`src/cbs_pkg.sv`:
```
// ----------------------------------------------------------------------------
// Cell balance selector package
// Shared widths, reset values, register codes, state and control types.
// ----------------------------------------------------------------------------
package cbs_pkg;

	// Default depth of the per-chip voltage store.
	localparam int unsigned MAX_CELLS_DEF = 12;

	// Fixed field widths.
	localparam int unsigned VOLT_W     = 16;
	localparam int unsigned LIMIT_W    = VOLT_W + 1;
	localparam int unsigned MASK_OUT_W = 12;
	localparam int unsigned CNT_OUT_W  = 4;
	localparam int unsigned MAXB_W     = 4;
	localparam int unsigned CFG_DATA_W = 16;

	// Register reset values.
	localparam logic [VOLT_W-1:0] THRESHOLD_RST = 16'd100;
	localparam logic [MAXB_W-1:0] MAX_BAL_RST   = 4'd8;

	// Configuration register indexes.
	typedef enum logic [0:0] {
		REG_BALANCE_THRESHOLD = 1'b0,
		REG_MAX_BALANCED      = 1'b1
	} cfg_reg_t;

	// Selection sequencer states.
	typedef enum logic [1:0] {
		S_IDLE,
		S_LOAD,
		S_RANK,
		S_DONE
	} sel_state_t;

	// Control from the frame logic to the selection sequencer.
	typedef struct packed {
		logic               start;
		logic               ack;
		logic [LIMIT_W-1:0] limit;
		logic [MAXB_W-1:0]  max_balanced;
	} sel_ctrl_t;

	// Status from the selection sequencer.
	typedef struct packed {
		logic busy;
		logic done;
	} sel_stat_t;

	// Index width for a store of the given depth.
	function automatic int unsigned idx_width(input int unsigned depth);
		return (depth > 1) ? $clog2(depth) : 1;
	endfunction

	// Counter width that holds the depth itself and at least a 4-bit limit.
	function automatic int unsigned cnt_width(input int unsigned depth);
		return ($clog2(depth + 1) > 4) ? $clog2(depth + 1) : 4;
	endfunction

	// Internal mask width: the store depth, at least the output mask width.
	function automatic int unsigned mask_width(input int unsigned depth);
		return (depth > MASK_OUT_W) ? depth : MASK_OUT_W;
	endfunction

endpackage

```
`src/cbs_cell_if.sv`:
```
// ----------------------------------------------------------------------------
// Cell voltage channel
// Valid/ready channel carrying one cell voltage request per transfer.
// ----------------------------------------------------------------------------
interface cbs_cell_if;
	import cbs_pkg::*;

	logic              valid;
	logic              ready;
	logic [VOLT_W-1:0] cell_voltage;
	logic [VOLT_W-1:0] pack_min_voltage;
	logic              last_cell;

	modport source (
		output valid, cell_voltage, pack_min_voltage, last_cell,
		input  ready
	);

	modport sink (
		input  valid, cell_voltage, pack_min_voltage, last_cell,
		output ready
	);

endinterface

```
`src/cbs_result_if.sv`:
```
// ----------------------------------------------------------------------------
// Balance result channel
// Valid/ready channel carrying one discharge mask request per chip frame.
// ----------------------------------------------------------------------------
interface cbs_result_if;
	import cbs_pkg::*;

	logic                  valid;
	logic                  ready;
	logic [MASK_OUT_W-1:0] discharge_mask;
	logic [CNT_OUT_W-1:0]  balanced_count;
	logic                  overflow;

	modport source (
		output valid, discharge_mask, balanced_count, overflow,
		input  ready
	);

	modport sink (
		input  valid, discharge_mask, balanced_count, overflow,
		output ready
	);

endinterface

```
`src/cbs_store.sv`:
```
// ----------------------------------------------------------------------------
// Cell voltage store
// Register file holding the voltages of the current frame, one write port
// and one read port whose address the selection sequencer drives.
// ----------------------------------------------------------------------------
module cbs_store #(
	parameter int unsigned DEPTH = cbs_pkg::MAX_CELLS_DEF,
	parameter int unsigned IDX_W = cbs_pkg::idx_width(DEPTH)
) (
	input  logic                      clk,
	input  logic                      wr_en,
	input  logic [IDX_W-1:0]          wr_idx,
	input  logic [cbs_pkg::VOLT_W-1:0] wr_data,
	input  logic [IDX_W-1:0]          rd_idx,
	output logic [cbs_pkg::VOLT_W-1:0] rd_data
);
	import cbs_pkg::*;

	logic [VOLT_W-1:0] mem_q [DEPTH];

	// Entries are written as cells arrive; no reset, each is written before use.
	always_ff @(posedge clk) begin
		if (wr_en) begin
			mem_q[wr_idx] <= wr_data;
		end
	end

	assign rd_data = mem_q[rd_idx];

endmodule

```
`src/cbs_select.sv`:
```
// ----------------------------------------------------------------------------
// Selection sequencer
// Walks the stored cells, ranks each qualifying cell against all others with
// one shared compare and counter, and builds the discharge mask.
// ----------------------------------------------------------------------------
module cbs_select #(
	parameter int unsigned DEPTH = cbs_pkg::MAX_CELLS_DEF,
	parameter int unsigned IDX_W = cbs_pkg::idx_width(DEPTH),
	parameter int unsigned CNT_W = cbs_pkg::cnt_width(DEPTH)
) (
	input  logic                          clk,
	input  logic                          arst_n,
	input  cbs_pkg::sel_ctrl_t            ctrl,
	input  logic [CNT_W-1:0]              cell_count,
	output logic [IDX_W-1:0]              rd_idx,
	input  logic [cbs_pkg::VOLT_W-1:0]    rd_data,
	output cbs_pkg::sel_stat_t            stat,
	output logic [cbs_pkg::MASK_OUT_W-1:0] mask,
	output logic [cbs_pkg::CNT_OUT_W-1:0]  count
);
	import cbs_pkg::*;

	localparam int unsigned MASK_W = mask_width(DEPTH);

	sel_state_t        state_q, state_d;
	logic [CNT_W-1:0]  n_q, m_q, rank_q, count_q;
	logic [CNT_W-1:0]  rank_nx;
	logic [MASK_W-1:0] mask_q;
	logic [VOLT_W-1:0] v_q;

	logic qualifies, beats, last_m;
	logic init, load_v, inc_n, step_m, rank_done;

	// Shared compare unit: threshold test and stable descending rank test.
	assign qualifies = {1'b0, rd_data} > ctrl.limit;
	assign beats     = (rd_data > v_q) || ((rd_data == v_q) && (m_q < n_q));
	assign rank_nx   = rank_q + CNT_W'(beats);
	assign last_m    = (m_q == (cell_count - CNT_W'(1)));
	assign rd_idx    = (state_q == S_RANK) ? m_q[IDX_W-1:0] : n_q[IDX_W-1:0];

	// State register.
	always_ff @(posedge clk or negedge arst_n) begin
		if (!arst_n) begin
			state_q <= S_IDLE;
		end else begin
			state_q <= state_d;
		end
	end

	// Next state and datapath strobes.
	always_comb begin
		state_d   = state_q;
		init      = 1'b0;
		load_v    = 1'b0;
		inc_n     = 1'b0;
		step_m    = 1'b0;
		rank_done = 1'b0;
		case (state_q)
			S_IDLE: begin
				if (ctrl.start) begin
					init    = 1'b1;
					state_d = S_LOAD;
				end
			end
			S_LOAD: begin
				if (n_q == cell_count) begin
					state_d = S_DONE;
				end else begin
					load_v = 1'b1;
					if (qualifies) begin
						state_d = S_RANK;
					end else begin
						inc_n = 1'b1;
					end
				end
			end
			S_RANK: begin
				if (last_m) begin
					rank_done = 1'b1;
					state_d   = S_LOAD;
				end else begin
					step_m = 1'b1;
				end
			end
			S_DONE: begin
				if (ctrl.ack) begin
					state_d = S_IDLE;
				end
			end
			default: begin
				state_d = S_IDLE;
			end
		endcase
	end

	// Cell and rank counters, result accumulation.
	always_ff @(posedge clk or negedge arst_n) begin
		if (!arst_n) begin
			n_q     <= '0;
			m_q     <= '0;
			rank_q  <= '0;
			count_q <= '0;
			mask_q  <= '0;
		end else begin
			if (init) begin
				n_q     <= '0;
				count_q <= '0;
				mask_q  <= '0;
			end
			if (load_v) begin
				m_q    <= '0;
				rank_q <= '0;
			end
			if (inc_n) begin
				n_q <= n_q + CNT_W'(1);
			end
			if (step_m) begin
				m_q    <= m_q + CNT_W'(1);
				rank_q <= rank_nx;
			end
			if (rank_done) begin
				if (rank_nx < CNT_W'(ctrl.max_balanced)) begin
					mask_q[n_q[IDX_W-1:0]] <= 1'b1;
					count_q                <= count_q + CNT_W'(1);
				end
				n_q <= n_q + CNT_W'(1);
			end
		end
	end

	// Voltage of the cell being ranked.
	always_ff @(posedge clk) begin
		if (load_v) begin
			v_q <= rd_data;
		end
	end

	assign stat.busy = (state_q != S_IDLE);
	assign stat.done = (state_q == S_DONE);
	assign mask      = mask_q[MASK_OUT_W-1:0];
	assign count     = count_q[CNT_OUT_W-1:0];

endmodule

```
`src/cell_balance_selector.sv`:
```
// ----------------------------------------------------------------------------
// Cell balance selector
// Collects the cell voltages of one monitor chip and picks the cells that
// discharge: those above pack minimum plus a threshold, highest first,
// limited to a configured count, ties going to the lower cell index.
//
// Usage: cells arrive one request per cell on the cells channel, in cell
// order; last_cell marks the chip's final cell, whose pack_min_voltage sets
// the threshold. Cells that are not last are stored as they are taken. The
// last cell starts the selection: every stored cell is read once, and each
// qualifying cell is then compared against all N stored cells by one shared
// comparator, one cell per cycle. The cells channel is not ready during
// selection. Cells beyond the store depth are dropped and flagged. The
// result sits in an output register; the next frame's cells are taken while
// it waits, and a finished selection holds until the register frees. Reset
// clears the frame, the pending result, and restores the threshold to 10 mV
// and the limit to eight cells. Registers are written by cfg_we.
// ----------------------------------------------------------------------------
module cell_balance_selector #(
	parameter int unsigned MAX_CELLS = cbs_pkg::MAX_CELLS_DEF
) (
	input  logic                           clk,
	input  logic                           arst_n,
	input  logic                           cfg_we,
	input  cbs_pkg::cfg_reg_t              cfg_index,
	input  logic [cbs_pkg::CFG_DATA_W-1:0] cfg_data,
	cbs_cell_if.sink                       cells,
	cbs_result_if.source                   result
);
	import cbs_pkg::*;

	localparam int unsigned IDX_W = idx_width(MAX_CELLS);
	localparam int unsigned CNT_W = cnt_width(MAX_CELLS);

	logic [VOLT_W-1:0]     threshold_q;
	logic [MAXB_W-1:0]     max_bal_q;
	logic [CNT_W-1:0]      cell_count_q;
	logic                  overflow_seen_q;
	logic [LIMIT_W-1:0]    limit_q;
	logic                  out_valid_q;
	logic [MASK_OUT_W-1:0] out_mask_q;
	logic [CNT_OUT_W-1:0]  out_count_q;
	logic                  out_overflow_q;

	sel_ctrl_t             ctrl;
	sel_stat_t             stat;
	logic                  accept, store_full, store_wr;
	logic [IDX_W-1:0]      rd_idx;
	logic [VOLT_W-1:0]     rd_data;
	logic [MASK_OUT_W-1:0] sel_mask;
	logic [CNT_OUT_W-1:0]  sel_count;

	// Input handshake and store write.
	assign cells.ready = !stat.busy;
	assign accept      = cells.valid && cells.ready;
	assign store_full  = (cell_count_q >= CNT_W'(MAX_CELLS));
	assign store_wr    = accept && !store_full;

	// Sequencer control.
	assign ctrl.start        = accept && cells.last_cell;
	assign ctrl.ack          = stat.done && (!out_valid_q || result.ready);
	assign ctrl.limit        = limit_q;
	assign ctrl.max_balanced = max_bal_q;

	// Configuration registers.
	always_ff @(posedge clk or negedge arst_n) begin
		if (!arst_n) begin
			threshold_q <= THRESHOLD_RST;
			max_bal_q   <= MAX_BAL_RST;
		end else if (cfg_we) begin
			case (cfg_index)
				REG_BALANCE_THRESHOLD: threshold_q <= cfg_data[VOLT_W-1:0];
				REG_MAX_BALANCED:      max_bal_q   <= cfg_data[MAXB_W-1:0];
				default: begin
				end
			endcase
		end
	end

	// Frame tracking: fill count and dropped-cell flag.
	always_ff @(posedge clk or negedge arst_n) begin
		if (!arst_n) begin
			cell_count_q    <= '0;
			overflow_seen_q <= 1'b0;
		end else if (ctrl.ack) begin
			cell_count_q    <= '0;
			overflow_seen_q <= 1'b0;
		end else if (accept) begin
			if (store_full) begin
				overflow_seen_q <= 1'b1;
			end else begin
				cell_count_q <= cell_count_q + CNT_W'(1);
			end
		end
	end

	// Threshold sum, formed without wrap on the last cell.
	always_ff @(posedge clk) begin
		if (ctrl.start) begin
			limit_q <= {1'b0, cells.pack_min_voltage} + {1'b0, threshold_q};
		end
	end

	// Output register valid.
	always_ff @(posedge clk or negedge arst_n) begin
		if (!arst_n) begin
			out_valid_q <= 1'b0;
		end else if (ctrl.ack) begin
			out_valid_q <= 1'b1;
		end else if (result.ready) begin
			out_valid_q <= 1'b0;
		end
	end

	// Output register payload.
	always_ff @(posedge clk) begin
		if (ctrl.ack) begin
			out_mask_q     <= sel_mask;
			out_count_q    <= sel_count;
			out_overflow_q <= overflow_seen_q;
		end
	end

	assign result.valid          = out_valid_q;
	assign result.discharge_mask = out_mask_q;
	assign result.balanced_count = out_count_q;
	assign result.overflow       = out_overflow_q;

	cbs_store #(
		.DEPTH (MAX_CELLS),
		.IDX_W (IDX_W)
	) u_store (
		.clk     (clk),
		.wr_en   (store_wr),
		.wr_idx  (cell_count_q[IDX_W-1:0]),
		.wr_data (cells.cell_voltage),
		.rd_idx  (rd_idx),
		.rd_data (rd_data)
	);

	cbs_select #(
		.DEPTH (MAX_CELLS),
		.IDX_W (IDX_W),
		.CNT_W (CNT_W)
	) u_select (
		.clk        (clk),
		.arst_n     (arst_n),
		.ctrl       (ctrl),
		.cell_count (cell_count_q),
		.rd_idx     (rd_idx),
		.rd_data    (rd_data),
		.stat       (stat),
		.mask       (sel_mask),
		.count      (sel_count)
	);

endmodule
```
`src/flat_wrapper.sv`:
```
// flat-port wrapper written by rule: the top's interface ports become plain ports
module cell_balance_selector_flat import cbs_pkg::*;
#(
	parameter int unsigned MAX_CELLS = cbs_pkg::MAX_CELLS_DEF
)
  (clk, arst_n, cfg_we, cfg_index, cfg_data, cells_valid, cells_cell_voltage, cells_pack_min_voltage, cells_last_cell, cells_ready, result_valid, result_discharge_mask, result_balanced_count, result_overflow, result_ready);
  cbs_cell_if cells_i ();
  cbs_result_if result_i ();
  input  logic clk;
  input  logic arst_n;
  input  logic cfg_we;
  input  cbs_pkg::cfg_reg_t cfg_index;
  input  logic [cbs_pkg::CFG_DATA_W-1:0] cfg_data;
  input wire logic [$bits(cells_i.valid)-1:0] cells_valid;
  input wire logic [$bits(cells_i.cell_voltage)-1:0] cells_cell_voltage;
  input wire logic [$bits(cells_i.pack_min_voltage)-1:0] cells_pack_min_voltage;
  input wire logic [$bits(cells_i.last_cell)-1:0] cells_last_cell;
  output wire logic [$bits(cells_i.ready)-1:0] cells_ready;
  output wire logic [$bits(result_i.valid)-1:0] result_valid;
  output wire logic [$bits(result_i.discharge_mask)-1:0] result_discharge_mask;
  output wire logic [$bits(result_i.balanced_count)-1:0] result_balanced_count;
  output wire logic [$bits(result_i.overflow)-1:0] result_overflow;
  input wire logic [$bits(result_i.ready)-1:0] result_ready;
  assign cells_i.valid = cells_valid;
  assign cells_i.cell_voltage = cells_cell_voltage;
  assign cells_i.pack_min_voltage = cells_pack_min_voltage;
  assign cells_i.last_cell = cells_last_cell;
  assign cells_ready = cells_i.ready;
  assign result_valid = result_i.valid;
  assign result_discharge_mask = result_i.discharge_mask;
  assign result_balanced_count = result_i.balanced_count;
  assign result_overflow = result_i.overflow;
  assign result_i.ready = result_ready;
  cell_balance_selector #(.MAX_CELLS(MAX_CELLS)) u_core (.clk(clk), .arst_n(arst_n), .cfg_we(cfg_we), .cfg_index(cfg_index), .cfg_data(cfg_data), .cells(cells_i), .result(result_i));
endmodule
```
`config.mk`:
```
export PLATFORM = sky130hd
export DESIGN_NAME = cell_balance_selector_flat
export DESIGN_NICKNAME = d
export VERILOG_FILES = /design/src/cbs_pkg.sv /design/src/cbs_cell_if.sv /design/src/cbs_result_if.sv /design/src/cbs_store.sv /design/src/cbs_select.sv /design/src/cell_balance_selector.sv /design/src/flat_wrapper.sv
export SDC_FILE = /design/constraint.sdc
export NUM_CORES = 1
export LEC_CHECK = 0
export ABC_AREA = 1
export BUFFER_PORTS_ARGS = -buffer_cell sky130_fd_sc_hd__buf_2
export CAP_MARGIN = 20
export CORE_MARGIN = 2
export CORE_UTILIZATION = 51
export CTS_CLUSTER_DIAMETER = 150
export CTS_CLUSTER_SIZE = 30
export DETAILED_ROUTE_END_ITERATION = 7
export GPL_TIMING_DRIVEN = 1
export PLACE_DENSITY = 0.65
export REMOVE_ABC_BUFFERS = 1
export SLEW_MARGIN = 20
export SYNTH_ARGS = -nofsm -noshare
export SYNTH_HDL_FRONTEND = slang
export SYNTH_SLANG_ARGS = --single-unit
export TNS_END_PERCENT = 10
```
`constraint.sdc`:
```
create_clock -name clk -period 6.9 [get_ports clk]
set_input_delay 1.38 -clock clk [delete_from_list [all_inputs] [get_ports clk]]
set_output_delay 1.38 -clock clk [all_outputs]
set_load 0.02 [all_outputs]
```
==> results of run 1 <==
## worst paths after layout
| path | cells past startpoint | endpoint | slack [ps] | from |
|---|---|---|---|---|
| max | 27 | u_core.u_select.mask[3] | 980 | u_core.u_select.state_q[1] |
| min | 0 | u_core.result.discharge_mask[0] | 470 | u_core.u_select.mask[0] |
| max reg2reg | 27 | u_core.u_select.mask[3] | 980 | u_core.u_select.state_q[1] |
| min reg2reg | 0 | u_core.result.discharge_mask[0] | 470 | u_core.u_select.mask[0] |
| max in group asynchronous | 2 | u_core.threshold_q[15] | 5400 | arst_n |
| min in group asynchronous | 2 | u_core.u_select.mask[11] | 1020 | arst_n |
## per-stage QoR
step / setup slack [ps] / utilization / cells / area, um2
after global routing: 381 / 0.555 / 1651 / 14800
after global placement: 1130 / 0.541 / 1630 / 14500
after CTS: 947 / 0.555 / 1651 / 14800
final: 981 / 0.555 / 1651 / 14800
after detailed placement: 970 / 0.541 / 1630 / 14500
after floorplan: 1860 / - / 1199 / 13500
## area by class of cell
type	count	area (um2)	area share
well taps	341	427	0.0288
clock buffers	21	365	0.0246
inverters	119	449	0.0303
flip-flops and latches	298	8670	0.585
repair buffers	90	493	0.0332
multi-input cells	782	4430	0.298
## state kept, by name, indices dropped and copies added (netlist names)
name and count:
u_core.limit_q 17, u_core.overflow_seen_q 1, u_core.result.discharge_mask 12, u_core.u_select.count 4, u_core.result.valid 1, u_core.cell_count_q 4, u_core.u_select.rank_q 4, u_core.u_select.v_q 16
u_core.threshold_q 16, u_core.u_select.state_q 2, u_core.u_select.n_q 4, u_core.u_select.mask 12, u_core.u_select.m_q 4, u_core.max_bal_q 4, u_core.result.balanced_count 4, u_core.u_store.mem_q 192
u_core.result.overflow 1
## cell usage after synthesis, drive strengths merged, types with 4 or more instances
library cell / instances / area (um2)
nand2: 277 / 1060
nor2: 49 / 194
o21ai: 100 / 508
xor2: 16 / 140
clkbuf: 16 / 60.1
xnor2: 12 / 105
dfstp: 4 / 105
nor3: 12 / 60.1
a21boi: 18 / 135
mux2: 12 / 135
inv: 118 / 443
edfxtp: 242 / 7270
buf: 26 / 183
nand3: 145 / 731
or2: 16 / 100
dfrtp: 52 / 1300
a21oi: 34 / 174
nand4: 7 / 43.8
ha: 67 / 838
## layout by cell type (no fill, tap or decap), drive strengths merged, types with 2 or more instances in the layout
cell | synthesis | final
a21boi | 18 | 18
nor3 | 12 | 12
nand4 | 7 | 7
o21ai | 100 | 100
mux2 | 12 | 12
clkinv | 1 | 2
nor2 | 49 | 49
a21o | 2 | 2
xnor2 | 12 | 12
xor2 | 16 | 16
ha | 67 | 67
o22ai | 2 | 2
clkbuf | 16 | 21
dfstp | 4 | 4
nand3b | 2 | 2
nand2 | 277 | 277
edfxtp | 242 | 242
or2 | 16 | 16
nand3 | 145 | 145
o21a | 2 | 2
dfrtp | 52 | 52
buf | 26 | 90
inv | 118 | 117
a21oi | 34 | 34
## layer usage
| metal | GRT usage | vias to the layer above |
|---|---|---|
| li1 | - | 4370 |
| met1 | 0.300 | 4298 |
| met2 | 0.358 | 266 |
| met3 | 0.0214 | 39 |
| met4 | 0.0543 | 0 |
| met5 | 0 | - |
## power groups by stage
stage | Sequential [mW] | Combinational [mW] | Clock [mW]
floorplan | 2.42 | 1.77 | 0
global placement | 2.41 | 2.54 | 0
detailed placement | 2.42 | 2.59 | 0
CTS | 2.38 | 2.60 | 0.923
global route | 2.41 | 2.96 | 0.973
finish | 2.38 | 2.58 | 0.895
## cell families (layout without fill, tap and decap cells)
group	count (synthesis)	count (layout)	share of synthesized area
simple gates	511	511	0.162
compound gates	163	163	0.0659
buf+inv	161	230	0.0503
mux	12	12	0.00984
xor+xnor	28	28	0.0179
flops	298	298	0.632
fa+ha+maj	68	68	0.0625
==> metrics, run 1 <==
status=complete, no violations; number of setup buffers added after CTS=0; initial antenna violation count=0; final setup vio count=0; Net Sw Frac=0.409; slew of the pin with the lowest slew margin=990 ps; Seq pwr share=0.406; Wirelength per Cell=17.9 um; Tmin final=5920 ps; DRC viols=0; WP data arrival=6330 ps; HP Class=reg -> reg; Max Clk Rate=169 MHz; Via density=5.43; global placement routability congestion=0.878; EDFF count, synth=242; leak pwr=6.04 nW; asr flop ratio synth=0.188; Pwr Total=5.85 mW; wire length on met2=14.2 mm; DRT iter0 DRCs=723; peak supply drop=0.196 mV; Max Cap Viol=0; Syn Area/Cell=11.1 um2; CP delay by family, top=simple AND/OR/NAND/NOR gates; WL final=29.6 mm; FP Rows=60; Max Clock Skew=16.9 ps; fillcell total=2287; #FFs+latches synth=298; CP max stage delay=630 ps; top fanout value on the critical path=56; Clk pwr share=0.153; clock tree buffer depth=3; Port Buffers=73; final worst path period share=0.858; Top Layer Used=met4; Cell Pwr Density=395 nW/um2; Relative slew margins=0.339; CP Class=reg -> reg; RSZ-0062 raised after global routing=no; CTS tree=built; clock root cell=clkbuf_16; cell area after synthesis=13700 um2; sequential area share after synthesis=0.632; DPL Wire Length=18.9 mm; Critical-path top delay cell=clkinv_2; Total GRT Usage=0.213; Final nets=1427; Switch Pwr=2.40 mW; Final ANT Viol Nets=0; via count=8973; number of global-route vias before repair=8615; Clock Latency Late Sink=490 ps; CTS Hold Buffers Added=0; area grow syn2layout=8.02%; clk sink count=298; Initial Util=0.514; Hold WS=473 ps; internal power=3.46 mW; Worst setup SP type=flip-flop; largest net degree at the start of global routing=60; Hold Vio Cnt, Final=0; routed wire length on met3=1.61 mm; first drt pass iteration count=5; Comb pwr share=0.441; first-pass GRT wire length=47.0 mm; num ports=74; ys flop type=edfxtp_1; grt total ovfl=0; Setup crit end kind=flip-flop; Ys Warns=0; post-cts sizing count=0; Core Region=26700 um2; diode count=0; Final TNS setup=0 ps; H-tree Lvls=1; Die Area=28300 um2; Die Y=168 um; total CTS buffers=13; Slew Limit Fails=0; share of cells above drive strength 1=0.127; met1 wire length=13.1 mm; Mapped Cells=1241; crit path buf inv count=4; Die X=168 um; synth unique cells=44; Reg clk slew, reported paths=110 ps; Req. time, crit path=7310 ps
(Power assumes the default switching activity.)
==> run 2, diff against run 1 <==
==> constraint.sdc (replaced) <==
create_clock -name clk -period 7.5 [get_ports clk]
set_input_delay 1.5 -clock clk [delete_from_list [all_inputs] [get_ports clk]]
set_output_delay 1.5 -clock clk [all_outputs]
set_load 0.02 [all_outputs]
==> run 2 against run 1 <==
Clock skew is 5.1 ps higher. Sequential cell count stayed put. Hold slack worse by 28 ps. Critical path depth is 4 lower. Combinational power is 8.1% lower. Utilization hardly changed. Global-route usage is 0.49 points lower. Clock-buffer cell count stayed put. Register-to-register slack better by 1200 ps.
==> metrics, run 2 (synthesis gave the netlist of run 1 again) <==
Max Clock Skew=22.0 ps (was 16.9 ps); final worst path period share=0.711 (was 0.858); GR Util met3=0.0244 (was 0.0214); leak pwr=6.05 nW (was 6.04 nW); first drt pass iteration count=5 (unchanged); post-cts sizing count=0 (unchanged); CTS Hold Buffers Added=0 (unchanged); status=complete, no violations (unchanged); area grow syn2layout=8.09% (was 8.02%); GRT met1 Usage=0.275 (was 0.300); Wirelength per Cell=17.5 um (was 17.9 um); global placement routability congestion=0.804 (was 0.878); Core Region=26700 um2 (unchanged); Setup crit end kind=flip-flop (unchanged); commonest non-fill, non-tap cells in the layout=nand2_1 (272), edfxtp_1 (242), nand3_1 (144) (unchanged); WP data arrival=5740 ps (was 6330 ps); CTS tree=built (unchanged); GRT busiest layer=met2 (unchanged); most common cell after layout, fill and taps aside=nand2_1 (unchanged); DRC viols=0 (unchanged); peak supply drop=0.151 mV (was 0.196 mV); Critical-path top delay cell=dfrtp_1 (was clkinv_2); Die Area=28300 um2 (unchanged); Hold WS=445 ps (was 473 ps); Cell Pwr Density=362 nW/um2 (was 395 nW/um2); Final Non-Filler Cells=1653 (was 1651); Max Cap Viol=0 (unchanged); first-pass GRT wire length=46.3 mm (was 47.0 mm); Max Clk Rate=188 MHz (was 169 MHz); Port Buffers=73 (unchanged); RSZ-0062 raised after global routing=no (unchanged); grt total ovfl=0 (unchanged); initial antenna violation count=2 (was 0); Relative slew margins=0.331 (was 0.339); Final ANT Viol Nets=0 (unchanged); Cells after DPL=1631 (was 1630); HP Class=reg -> reg (unchanged); top fanout value on the critical path=54 (was 56); number of setup buffers added after CTS=0 (unchanged); clock root cell=clkbuf_16 (unchanged); Largest regs=u_core.u_store.mem_q x192, u_core.limit_q x17 (unchanged); most used cell, CP=ha_1; Final nets=1428 (was 1427); slew of the pin with the lowest slew margin=1000 ps (was 990 ps); fillcell total=2327 (was 2287); largest net degree at the start of global routing=57 (was 60); Hold Vio Cnt, Final=0 (unchanged); Req. time, crit path=7910 ps (was 7310 ps); clk sink count=298 (unchanged); Via density=5.41 (was 5.43); Slew Limit Fails=0 (unchanged); Die X=168 um (unchanged); Worst setup SP type=flip-flop (unchanged); number of global-route vias before repair=8809 (was 8615); crit-path cells=inv_2, nor2_2, nand2_1, nand2_4, clkinv_2, buf_4, a21boi_0, o21ai_0, o21ai_1, inv_1, ha_1, nand4_1, nor4_1, o21ai_0, ha_1, ha_1, ha_1, a21oi_1, nand3b_1, nand2_1, nor2_4, nand3_1, o21ai_0; final setup vio count=0 (unchanged); max reg flops=192 (unchanged); CP Class=reg -> reg (unchanged); Reg clk slew, reported paths=120 ps (was 110 ps); most flop-heavy register=u_core.u_store.mem_q (unchanged); DRT iter0 DRCs=694 (was 723); DPL Wire Length=18.0 mm (was 18.9 mm); Clock Latency Late Sink=500 ps (was 490 ps); WL final=28.9 mm (was 29.6 mm); via count=8946 (was 8973); share of cells above drive strength 1=0.127 (about the same); clock tree buffer depth=3 (unchanged); FP Rows=60 (unchanged); H-tree Lvls=1 (unchanged); total CTS buffers=13 (unchanged); routing usage on met2=0.364 (was 0.358); Die Y=168 um (unchanged); Initial Util=0.514 (unchanged); Tmin final=5330 ps (was 5920 ps); Final TNS setup=0 ps (unchanged); Total GRT Usage=0.208 (was 0.213); CP max stage delay=510 ps (was 630 ps); num ports=74 (unchanged)
-- run 2: report_power, final --
| group | switching, mW | internal, mW | total [mW] |
|---|---|---|---|
| combinational | 1.60 | 0.766 | 2.37 |
| clock | 0.480 | 0.341 | 0.821 |
| sequential | 0.110 | 2.08 | 2.19 |
| total | 2.19 | 3.18 | 5.38 |
-- run 2: critical path: cells and delay by family, from the launching register on --
kind                     cells  cell delay, ps
AO/OA/AOI/OAI                6            1240
buffers and inverters        4             710
AND/OR/NAND/NOR              9            1650
flip-flops                   1             510
adder cells (fa/ha/maj)      4            1110
-- run 2: layer usage --
| layer | wire length [um] | part of all wire |
|---|---|---|
| met1 | 12700 | 0.44 |
| met2 | 14100 | 0.49 |
| met3 | 1330 | 0.046 |
| met4 | 740 | 0.026 |
| met5 | 0 | 0 |
-- run 2: final cells by class --
cell class,instances,area [um2],share of cell area
tap,341,427,0.0287
timing repair buffer,91,500,0.0337
inverter,119,449,0.0303
sequential,298,8670,0.584
multi-input combinational,782,4430,0.298
antenna,1,2.50,0.000169
clock buffer,21,365,0.0246
-- run 2: worst paths after layout --
path	from	end	slack, ps	depth (start not counted)
max in group asynchronous	arst_n	u_core.threshold_q[15]	5880	2
setup / recovery	u_core.u_select.state_q[1]	u_core.u_select.mask[3]	2170	23
min in group asynchronous	arst_n	u_core.u_select.mask[8]	1130	2
hold reg to reg	u_core.u_select.mask[2]	u_core.result.discharge_mask[2]	450	0
setup reg to reg	u_core.u_select.state_q[1]	u_core.u_select.mask[3]	2170	23
hold / removal	u_core.u_select.mask[2]	u_core.result.discharge_mask[2]	450	0
-- run 2: through the flow --
stage | utilization | power (mW) | setup slack, ps | cell area (um2)
after floorplan | - | 3.85 | 2460 | 13500
after global placement | 0.542 | 4.54 | 2300 | 14500
after detailed placement | 0.542 | 4.60 | 2170 | 14500
after CTS | 0.555 | 5.42 | 2080 | 14800
after global routing | 0.555 | 5.83 | 1530 | 14800
final | 0.555 | 5.38 | 2170 | 14800
